$ cat src/rtl/gbn_pkg.sv
// ----------------------------------------------------------------------------
// Go-back-N sender package
// Shared sizes, operation and result codes, and stream packing layout.
// ----------------------------------------------------------------------------
package gbn_pkg;

    // Ring of send slots and the cap on results caused by one transaction.
    localparam int WINDOW  = 64;
    localparam int MAX_OUT = 64;
    localparam int SLOT_W  = (WINDOW > 1) ? $clog2(WINDOW) : 1;
    localparam int WIN_CW  = $clog2(WINDOW + 1);
    localparam int CNT_W   = $clog2(MAX_OUT + 1);

    // Field widths.
    localparam int SEQ_W    = 31;
    localparam int TICK_W   = 32;
    localparam int RESENT_W = 32;
    localparam int RTT_W    = 63;
    localparam int CFG_W    = 32;

    // Configuration register indexes and reset values.
    localparam logic REG_TOTAL   = 1'b0;
    localparam logic REG_TIMEOUT = 1'b1;
    localparam logic [SEQ_W-1:0]  TOTAL_RESET   = 31'd1000000;
    localparam logic [TICK_W-1:0] TIMEOUT_RESET = 32'd100000;

    // Input opcodes.
    localparam logic [1:0] OP_SEND = 2'd0;
    localparam logic [1:0] OP_ACK  = 2'd1;
    localparam logic [1:0] OP_TICK = 2'd2;
    localparam logic [1:0] OP_NOP  = 2'd3;

    // Result kinds.
    localparam logic [2:0] KIND_SEND    = 3'd0;
    localparam logic [2:0] KIND_RESEND  = 3'd1;
    localparam logic [2:0] KIND_ACK     = 3'd2;
    localparam logic [2:0] KIND_NO_SEND = 3'd3;
    localparam logic [2:0] KIND_NO_TICK = 3'd4;

    // Stream widths.
    localparam int S_TDATA_W = 32;
    localparam int S_TUSER_W = 2;
    localparam int M_TDATA_W = 192;
    localparam int M_TUSER_W = 3;

endpackage

$ cat src/rtl/go_back_n_sender_core.sv
// ----------------------------------------------------------------------------
// Go-back-N sender core
// Sliding-window sender: issues new sequence numbers, handles cumulative acks
// and resends the whole outstanding window on timeout.
// ----------------------------------------------------------------------------
// Usage: one transaction on the slave stream carries an opcode in tuser (send
// opportunity, cumulative ack, tick, no-op) and an ack number in tdata. Each one
// yields one result or more on the master stream; tlast marks the final one.
// Send times live in a 64-entry memory with one read and one write port.
// A send opportunity gives one new send per cycle while the master stream
// accepts, up to 64 in a burst. An ack issues one memory read per slot, with
// the age summed in the cycle after, as the read data returns. A tick with
// nothing outstanding yields a no-action result; otherwise the base slot's
// send time is read, and when that slot has timed out the resend walk
// rewrites one send time per cycle while the master stream accepts.
// A new transaction is taken only when the previous one has issued its last
// result; that result may still sit in the output register.
// When the master stream stalls, the walk holds and no result is lost.
// Reset (synchronous, active low) clears the window, time and counters and
// loads the default total and timeout; the memory needs no clearing since
// only slots that were sent are ever read.
// Configuration writes are taken at any time and must come while idle.
// ----------------------------------------------------------------------------
module go_back_n_sender_core
    import gbn_pkg::*;
(
    input  logic                 i_clk,
    input  logic                 i_rst_n,
    // slave stream: tdata = ack_number[30:0]; tuser = opcode[1:0]
    input  logic                 i_s_axis_tvalid,
    output logic                 o_s_axis_tready,
    input  logic [S_TDATA_W-1:0] i_s_axis_tdata,
    input  logic [S_TUSER_W-1:0] i_s_axis_tuser,
    // master stream: tdata = seq_number[30:0], acked_total[61:31],
    // sent_total[92:62], resent_total[124:93], rtt_sum[187:125],
    // all_done[188]; tuser = result_kind[2:0]
    output logic                 o_m_axis_tvalid,
    input  logic                 i_m_axis_tready,
    output logic [M_TDATA_W-1:0] o_m_axis_tdata,
    output logic [M_TUSER_W-1:0] o_m_axis_tuser,
    output logic                 o_m_axis_tlast,
    // configuration write port
    input  logic                 i_cfg_we,
    input  logic                 i_cfg_addr,
    input  logic [CFG_W-1:0]     i_cfg_wdata
);

    typedef enum logic [2:0] {
        S_IDLE,
        S_SEND,
        S_ACK,
        S_TICK_CHK,
        S_RESEND,
        S_NOACT
    } t_state;

    function automatic logic [SLOT_W-1:0] slot_inc(input logic [SLOT_W-1:0] s);
        slot_inc = (s == SLOT_W'(WINDOW - 1)) ? '0 : s + 1'b1;
    endfunction

    t_state r_state, n_state;

    logic [SEQ_W-1:0]    r_total, r_base, n_base, r_next, n_next;
    logic [TICK_W-1:0]   r_timeout, r_tick, n_tick;
    logic [SLOT_W-1:0]   r_base_slot, n_base_slot, r_next_slot, n_next_slot;
    logic [SLOT_W-1:0]   r_q_slot, n_q_slot;
    logic [SEQ_W-1:0]    r_q, n_q;
    logic [WIN_CW-1:0]   r_left, n_left;
    logic [CNT_W-1:0]    r_n, n_n;
    logic                r_rd_pend, n_rd_pend;
    logic [SEQ_W-1:0]    r_acked, n_acked, r_sent, n_sent;
    logic [RESENT_W-1:0] r_resent, n_resent;
    logic [RTT_W-1:0]    r_rtt, n_rtt;

    logic                r_out_valid, n_out_valid;
    logic [2:0]          r_out_kind;
    logic [SEQ_W-1:0]    r_out_seq, r_out_acked, r_out_sent;
    logic                r_out_last, r_out_done;
    logic [RESENT_W-1:0] r_out_resent;
    logic [RTT_W-1:0]    r_out_rtt;

    logic                emit, e_last;
    logic [2:0]          e_kind;
    logic [SEQ_W-1:0]    e_seq;

    logic                ram_we, ram_re;
    logic [SLOT_W-1:0]   ram_waddr, ram_raddr;
    logic [TICK_W-1:0]   ram_wdata, ram_rdata;

    logic                out_free;
    logic [SEQ_W-1:0]    ack_num, next_m1, ack_top, ack_span;
    logic [WIN_CW-1:0]   ack_left;
    logic [31:0]         win_used;
    logic                send_ok, send_more, resend_more;
    logic [TICK_W-1:0]   age;
    logic [RTT_W:0]      rtt_sum;

    gbn_ram #(
        .WIDTH (TICK_W),
        .DEPTH (WINDOW)
    ) u_sent_time (
        .i_clk   (i_clk),
        .i_we    (ram_we),
        .i_waddr (ram_waddr),
        .i_wdata (ram_wdata),
        .i_re    (ram_re),
        .i_raddr (ram_raddr),
        .o_rdata (ram_rdata)
    );

    assign out_free = !r_out_valid || i_m_axis_tready;
    assign ack_num  = i_s_axis_tdata[SEQ_W-1:0];
    assign next_m1  = r_next - 1'b1;
    assign ack_top  = (ack_num > next_m1) ? next_m1 : ack_num;
    assign ack_span = ack_top - r_base;
    // An ack below the base or before any send covers no slot.
    assign ack_left = (r_next != '0 && ack_top >= r_base) ?
                      WIN_CW'(ack_span + 1'b1) : '0;

    assign win_used    = {1'b0, r_next} - {1'b0, r_base};
    assign send_ok     = (r_n < CNT_W'(MAX_OUT)) && (r_next < r_total) &&
                         (win_used < 32'(WINDOW));
    assign send_more   = (r_n < CNT_W'(MAX_OUT - 1)) &&
                         (({1'b0, r_next} + 32'd1) < {1'b0, r_total}) &&
                         (win_used < 32'(WINDOW - 1));
    assign resend_more = ((r_q + 1'b1) != r_next) && (r_n < CNT_W'(MAX_OUT - 1));

    assign age     = r_tick - ram_rdata;
    assign rtt_sum = {1'b0, r_rtt} + (RTT_W + 1)'(age);

    always_comb begin
        n_state     = r_state;
        n_base      = r_base;
        n_base_slot = r_base_slot;
        n_next      = r_next;
        n_next_slot = r_next_slot;
        n_tick      = r_tick;
        n_q         = r_q;
        n_q_slot    = r_q_slot;
        n_left      = r_left;
        n_n         = r_n;
        n_rd_pend   = 1'b0;
        n_acked     = r_acked;
        n_sent      = r_sent;
        n_resent    = r_resent;
        n_rtt       = r_rtt;
        n_out_valid = r_out_valid && !i_m_axis_tready;
        emit        = 1'b0;
        e_kind      = KIND_NO_TICK;
        e_seq       = '0;
        e_last      = 1'b0;
        ram_we      = 1'b0;
        ram_waddr   = r_next_slot;
        ram_wdata   = r_tick;
        ram_re      = 1'b0;
        ram_raddr   = r_base_slot;

        unique case (r_state)
            S_IDLE: begin
                if (i_s_axis_tvalid) begin
                    unique case (i_s_axis_tuser)
                        OP_SEND: begin
                            n_n     = '0;
                            n_state = S_SEND;
                        end
                        OP_ACK: begin
                            n_q_slot = r_base_slot;
                            n_left   = ack_left;
                            n_state  = S_ACK;
                        end
                        OP_TICK: begin
                            n_tick = r_tick + 1'b1;
                            // Fetch the base slot's send time for the age check.
                            if (r_base != r_next) begin
                                ram_re    = 1'b1;
                                ram_raddr = r_base_slot;
                                n_state   = S_TICK_CHK;
                            end else begin
                                n_state = S_NOACT;
                            end
                        end
                        OP_NOP: begin
                            n_state = S_NOACT;
                        end
                    endcase
                end
            end

            S_SEND: begin
                if (out_free) begin
                    emit   = 1'b1;
                    e_last = 1'b1;
                    if (send_ok) begin
                        ram_we      = 1'b1;
                        ram_waddr   = r_next_slot;
                        n_sent      = (r_sent != '1) ? r_sent + 1'b1 : r_sent;
                        n_next      = r_next + 1'b1;
                        n_next_slot = slot_inc(r_next_slot);
                        n_n         = r_n + 1'b1;
                        e_kind      = KIND_SEND;
                        e_seq       = r_next;
                        e_last      = !send_more;
                    end else begin
                        e_kind = KIND_NO_SEND;
                    end
                    if (e_last) begin
                        n_state = S_IDLE;
                    end
                end
            end

            S_ACK: begin
                // Reads go out one per cycle; each returning send time is
                // summed the cycle after and the base slides over its slot.
                if (r_left != '0) begin
                    ram_re    = 1'b1;
                    ram_raddr = r_q_slot;
                    n_q_slot  = slot_inc(r_q_slot);
                    n_left    = r_left - 1'b1;
                    n_rd_pend = 1'b1;
                end
                if (r_rd_pend) begin
                    n_rtt       = rtt_sum[RTT_W] ? '1 : rtt_sum[RTT_W-1:0];
                    n_acked     = (r_acked != '1) ? r_acked + 1'b1 : r_acked;
                    n_base      = r_base + 1'b1;
                    n_base_slot = slot_inc(r_base_slot);
                end
                if (r_left == '0 && !r_rd_pend && out_free) begin
                    emit    = 1'b1;
                    e_kind  = KIND_ACK;
                    e_last  = 1'b1;
                    n_state = S_IDLE;
                end
            end

            S_TICK_CHK: begin
                if (age > r_timeout) begin
                    n_q      = r_base;
                    n_q_slot = r_base_slot;
                    n_n      = '0;
                    n_state  = S_RESEND;
                end else begin
                    n_state = S_NOACT;
                end
            end

            S_RESEND: begin
                if (out_free) begin
                    ram_we    = 1'b1;
                    ram_waddr = r_q_slot;
                    n_resent  = (r_resent != '1) ? r_resent + 1'b1 : r_resent;
                    n_q       = r_q + 1'b1;
                    n_q_slot  = slot_inc(r_q_slot);
                    n_n       = r_n + 1'b1;
                    emit      = 1'b1;
                    e_kind    = KIND_RESEND;
                    e_seq     = r_q;
                    e_last    = !resend_more;
                    if (!resend_more) begin
                        n_state = S_IDLE;
                    end
                end
            end

            S_NOACT: begin
                if (out_free) begin
                    emit    = 1'b1;
                    e_kind  = KIND_NO_TICK;
                    e_last  = 1'b1;
                    n_state = S_IDLE;
                end
            end
        endcase

        if (emit) begin
            n_out_valid = 1'b1;
        end
    end

    always_ff @(posedge i_clk) begin
        if (!i_rst_n) begin
            r_state     <= S_IDLE;
            r_total     <= TOTAL_RESET;
            r_timeout   <= TIMEOUT_RESET;
            r_base      <= '0;
            r_base_slot <= '0;
            r_next      <= '0;
            r_next_slot <= '0;
            r_tick      <= '0;
            r_left      <= '0;
            r_n         <= '0;
            r_rd_pend   <= 1'b0;
            r_acked     <= '0;
            r_sent      <= '0;
            r_resent    <= '0;
            r_rtt       <= '0;
            r_out_valid <= 1'b0;
        end else begin
            r_state     <= n_state;
            r_base      <= n_base;
            r_base_slot <= n_base_slot;
            r_next      <= n_next;
            r_next_slot <= n_next_slot;
            r_tick      <= n_tick;
            r_left      <= n_left;
            r_n         <= n_n;
            r_rd_pend   <= n_rd_pend;
            r_acked     <= n_acked;
            r_sent      <= n_sent;
            r_resent    <= n_resent;
            r_rtt       <= n_rtt;
            r_out_valid <= n_out_valid;
            if (i_cfg_we) begin
                unique case (i_cfg_addr)
                    REG_TOTAL:   r_total   <= i_cfg_wdata[SEQ_W-1:0];
                    REG_TIMEOUT: r_timeout <= i_cfg_wdata[TICK_W-1:0];
                endcase
            end
        end
        r_q      <= n_q;
        r_q_slot <= n_q_slot;
        if (emit) begin
            r_out_kind   <= e_kind;
            r_out_seq    <= e_seq;
            r_out_last   <= e_last;
            r_out_acked  <= n_acked;
            r_out_sent   <= n_sent;
            r_out_resent <= n_resent;
            r_out_rtt    <= n_rtt;
            r_out_done   <= (n_acked >= r_total);
        end
    end

    assign o_s_axis_tready = (r_state == S_IDLE);
    assign o_m_axis_tvalid = r_out_valid;
    assign o_m_axis_tuser  = r_out_kind;
    assign o_m_axis_tlast  = r_out_last;
    assign o_m_axis_tdata  = {3'b000, r_out_done, r_out_rtt, r_out_resent,
                              r_out_sent, r_out_acked, r_out_seq};

`ifndef NO_ASSERTIONS
    a_ram_port_excl: assert property (@(posedge i_clk) disable iff (!i_rst_n)
        !(ram_we && ram_re))
        else $error("send-time memory read and written in one cycle");

    a_window_bound: assert property (@(posedge i_clk) disable iff (!i_rst_n)
        (r_base <= r_next) && (win_used <= 32'(WINDOW)))
        else $error("outstanding span exceeds the window");

    a_one_at_a_time: assert property (@(posedge i_clk) disable iff (!i_rst_n)
        (i_s_axis_tvalid && o_s_axis_tready) |=> !o_s_axis_tready)
        else $error("new transaction taken while one is in progress");

    a_read_in_ack: assert property (@(posedge i_clk) disable iff (!i_rst_n)
        r_rd_pend |-> (r_state == S_ACK))
        else $error("ack read data returned outside the ack walk");
`endif

endmodule

$ cat src/rtl/gbn_ram.sv
// ----------------------------------------------------------------------------
// Generic single-port-write RAM
// One write port and one read port with registered read data.
// ----------------------------------------------------------------------------
module gbn_ram #(
    parameter int WIDTH = 32,
    parameter int DEPTH = 64
) (
    input  logic                                  i_clk,
    input  logic                                  i_we,
    input  logic [((DEPTH > 1) ? $clog2(DEPTH) : 1)-1:0] i_waddr,
    input  logic [WIDTH-1:0]                      i_wdata,
    input  logic                                  i_re,
    input  logic [((DEPTH > 1) ? $clog2(DEPTH) : 1)-1:0] i_raddr,
    output logic [WIDTH-1:0]                      o_rdata
);

    logic [WIDTH-1:0] r_mem [DEPTH];
    logic [WIDTH-1:0] r_rdata;

    always_ff @(posedge i_clk) begin
        if (i_we) begin
            r_mem[i_waddr] <= i_wdata;
        end
        if (i_re) begin
            r_rdata <= r_mem[i_raddr];
        end
    end

    assign o_rdata = r_rdata;

endmodule
$ cat config.mk
export PLATFORM = sky130hd
export DESIGN_NAME = go_back_n_sender_core
export DESIGN_NICKNAME = d
export VERILOG_FILES = /design/src/rtl/gbn_pkg.sv /design/src/rtl/go_back_n_sender_core.sv /design/src/rtl/gbn_ram.sv
export SDC_FILE = /design/constraint.sdc
export NUM_CORES = 2
export LEC_CHECK = 0
export ABC_AREA = 1
export BUFFER_PORTS_ARGS = -buffer_cell sky130_fd_sc_hd__buf_2
export CORE_MARGIN = 4
export CORE_UTILIZATION = 50
export CTS_CLUSTER_DIAMETER = 200
export CTS_CLUSTER_SIZE = 20
export DETAILED_ROUTE_END_ITERATION = 8
export PLACE_DENSITY = 0.69
export SYNTH_ARGS = -nofsm -noshare
export SYNTH_HDL_FRONTEND = slang
export SYNTH_SLANG_ARGS = --single-unit
$ cat constraint.sdc
create_clock -name i_clk -period 33 [get_ports i_clk]
set_clock_uncertainty 0.15 [all_clocks]
set_input_delay 1.65 -clock i_clk [delete_from_list [all_inputs] [get_ports i_clk]]
set_output_delay 1.65 -clock i_clk [all_outputs]
set_load 0.1 [all_outputs]
==> flow_summary.yaml <==
status:
  outcome: "finished, final reports clean"
die:
  dieWidth_um: 497
  core_area_um2: 238000
  pin_count: 270
  die_height_um: 497
  core.rowCount: 179
  dieArea_um2: 247000
  start_util_pct: 50.2
detailed_routing:
  drt_wl_total_um: 368000
  routed_via_density: 6.07
  drt-initial-drc-count: 10800
  remaining_drc_errors: 0
  route.vias.total: 87400
  postRouteAntennaNets: 0
  wl_per_cell_um: 25.5
  dr.pass1.iters: 8
placement:
  finalWeightedCongestion: 0.999
  portBuffers: 265
  dp.cells: 14200
  pre_cts_slack_ps: 25450
  dpl.hpwl_um: 224000
  placed_cell_area_um2: 124000
sta:
  min_period_over_period_pct: 22.8
  hold_violations: 0
  finalMaxSlewViolations: 0
  grt_setup_unrepaired: "false"
  setup-violations-final: 0
  worstMarginPinSlew_ps: 1270
  period_needed_ps: 7510
  slew_headroom_pct: 14.9
  fmax_ghz: 0.133
  finalSetupTns_ps: 0
  fin_ws_ps: 25490
grt:
  grt_pass1_vias: 81700
  grt.total_usage_pct: 28.9
  antenna_found_initial: 11
  grt_max_degree: 217
  grt_pass1_wl_um: 530000
  grt_overflow: 0
final_layout:
  final_cell_mix: "2310 x edfxtp_1, 1638 x nor2_1, 1373 x o21ai_0"
  nets: 11500
  design_area_um2: 129000
  final_common_cell: "edfxtp_1"
  areaGrowthSynthToFinish_pct: 7.88
  instances_no_fill: 14400
  drive_above_1_share_pct: 7.27
critical_path:
  r2r-start: "r_next[0]$_SDFFE_PN0P_"
  cp_slowest_cell: "clkinv_1"
  worst_setup_path_start_kind: "register"
  path_common_cell: "nand2_1"
  reg2reg_slack_ps: 25490
  r2r_end: "r_left[4]$_SDFFE_PN0P_"
  arrival_ps: 8150
  endpoint_kind: "register"
  worstPathMaxFanout: 61
  cp.required_ps: 33650
  rr_worst_depth: 32
  cpLargestDelayFamily: "compound AO/OA/AOI/OAI gates"
  cpPeakStageDelay_ps: 720
  worstSetupPathType: "register to register"
  crit_buf_inv: 4
cts:
  cts_buffer_depth: 3
  htreeDepth: 4
  cts.sinks: 2655
  clkTransAtPathRegs_ps: 90
  cts_resized: 0
  cts_root_buffer: "clkbuf_16"
  cts_made_buffers: 150
  cts_hold_buf: 0
  post_cts_buffers: 0
  worstSkewPairLatency_ps: 880
  cts_tree: "built"
power_and_ir_drop:
  power.density_nw_per_um2: 74.9
  leakagePower_uw: 0.0469
  ir_drop_uv: 166
synthesis:
  synthArstFlopShare_pct: 0
  ys_types: 71
  synth_area_um2: 119000
  ys_seq_area_share_pct: 63.9
  synthFlopType: "edfxtp_1"
  ys_ff_latch: 2655
  yosysWarnings: 0
  synth_edf_count: 2310
  syn_area_per_cell_um2: 10.7
  syn-instance-count: 11100
min_path:
  hold-path-cell-count: 2
  min_to: "r_timeout[22]$_SDFFE_PN0P_"
  min_path_type: "register to register"
  hp-start: "r_timeout[22]$_SDFFE_PN0P_"
run:
  cap_violations: 0
## flip-flops by register name (all words and copies together) (netlist names), 32 cells and up
register / cells
r_out_resent: 32
u_sent_time.r_mem: 2048
u_sent_time.o_rdata: 32
r_resent: 32
r_out_rtt: 63
r_rtt: 63
r_tick: 32
r_timeout: 32
## cell families (layout without fill, tap and decap cells)
family | after synthesis | after routing | share of synthesized area (%)
adders and majority gates | 305 | 305 | 3.23
and+or+nand+nor | 3750 | 3750 | 13.2
AOI/OAI and AO/OA | 2803 | 2803 | 13.6
DFF | 2655 | 2655 | 63.9
other | 1 | 6 | 0.00314
buffers and inverters | 1388 | 1486 | 4.54
xor gates and xnor gates | 217 | 217 | 1.62
## how the worst max path moves through the flow
stage,from,end,cells after the start
final,r_next[0]$_SDFFE_PN0P_,r_left[4]$_SDFFE_PN0P_,32
after detailed placement,r_tick[0]$_SDFFE_PN0P_,r_out_rtt[30]$_DFFE_PP_,31
after floorplan,i_m_axis_tready,o_m_axis_tlast$_DFFE_PP_,2
after global routing,r_tick[0]$_SDFFE_PN0P_,r_out_rtt[29]$_DFFE_PP_,31
after CTS,r_tick[0]$_SDFFE_PN0P_,r_out_rtt[30]$_DFFE_PP_,31
after global placement,r_tick[0]$_SDFFE_PN0P_,r_out_rtt[30]$_DFFE_PP_,31
## layer usage
| metal | up-vias | wire [um] | GRT usage (%) |
|---|---|---|---|
| met5 | - | 7 | 0 |
| met4 | 2 | 16000 | 11.5 |
| met3 | 624 | 36300 | 4.71 |
| met2 | 4377 | 170000 | 46.2 |
| met1 | 42800 | 146000 | 39.6 |
| li1 | 39600 | - | - |
## worst register-to-register path: cells and delay by family (launching register included)
kind,cells,cell delay [ps]
AOI/OAI and AO/OA,8,1990
and+or+nand+nor,15,1680
adders and majority gates,4,1560
buffers and inverters,4,1270
DFF,1,610
xor gates and xnor gates,1,180
## power by group
| part | internal [uW] | total, uW | switching [uW] | leakage (uW) |
|---|---|---|---|---|
| clock | 856 | 1950 | 1100 | 0.00207 |
| combinational | 859 | 3760 | 2900 | 0.0201 |
| sequential | 3840 | 3930 | 88.7 | 0.0247 |
| total | 5560 | 9650 | 4090 | 0.0469 |
## final cells by class
class	instances	area, um2
Clock inverter	16	427
Tap cell	3167	3960
Sequential cell	2655	76300
Clock buffer	200	3940
Fill cell	20000	109000
Multi-Input combinational cell	7078	38200
Antenna cell	3	7.51
Inverter	832	3160
Timing Repair Buffer	438	2740
## cells in the mapped netlist (6+ instances only)
| library cell | count | area [um2] |
|---|---|---|
| nand2_2 | 15 | 93.8 |
| nand4_1 | 94 | 588 |
| nor3_2 | 10 | 100 |
| buf_2 | 89 | 445 |
| edfxtp_1 | 2310 | 69400 |
| o21a_1 | 11 | 82.6 |
| or2_2 | 13 | 81.3 |
| buf_4 | 21 | 158 |
| nor2_4 | 10 | 113 |
| ha_1 | 299 | 3740 |
| inv_1 | 806 | 3030 |
| nand3_2 | 6 | 60.1 |
| o221ai_1 | 40 | 350 |
| o21ai_1 | 43 | 215 |
| nand2_1 | 1199 | 4500 |
| nor2_1 | 1702 | 6390 |
| a21oi_1 | 371 | 1860 |
| xor2_1 | 171 | 1500 |
| and3_1 | 6 | 37.5 |
| nand3_1 | 415 | 2080 |
| o211ai_1 | 155 | 1160 |
| nor2_2 | 14 | 87.6 |
| clkbuf_1 | 425 | 1600 |
| a21boi_0 | 8 | 60.1 |
| xnor2_1 | 43 | 377 |
| a2bb2oi_1 | 17 | 149 |
| buf_1 | 18 | 67.6 |
| o22ai_1 | 450 | 2820 |
| nand3b_1 | 12 | 90.1 |
| and2_1 | 42 | 263 |
| nor3_1 | 152 | 761 |
| inv_2 | 20 | 75.1 |
| o21ai_0 | 1376 | 6890 |
| a211oi_1 | 10 | 75.1 |
| dfxtp_1 | 345 | 6910 |
| fa_1 | 6 | 120 |
| a31oi_1 | 40 | 250 |
| a21o_1 | 14 | 105 |
| o311ai_0 | 93 | 815 |
| o21bai_1 | 150 | 1130 |
| nor4_1 | 43 | 269 |
## metrics by stage
stage | utilization [%] | hold WS [ps] | total power, uW
floorplan | - | 285 | 6700
global placement | 52.4 | 311 | 7690
detailed placement | 52.4 | 315 | 7700
CTS | 54.2 | 328 | 9630
global route | 54.2 | 351 | 10100
finish | 54.2 | 322 | 9650
Note: power is estimated with default switching activity, not from simulation.
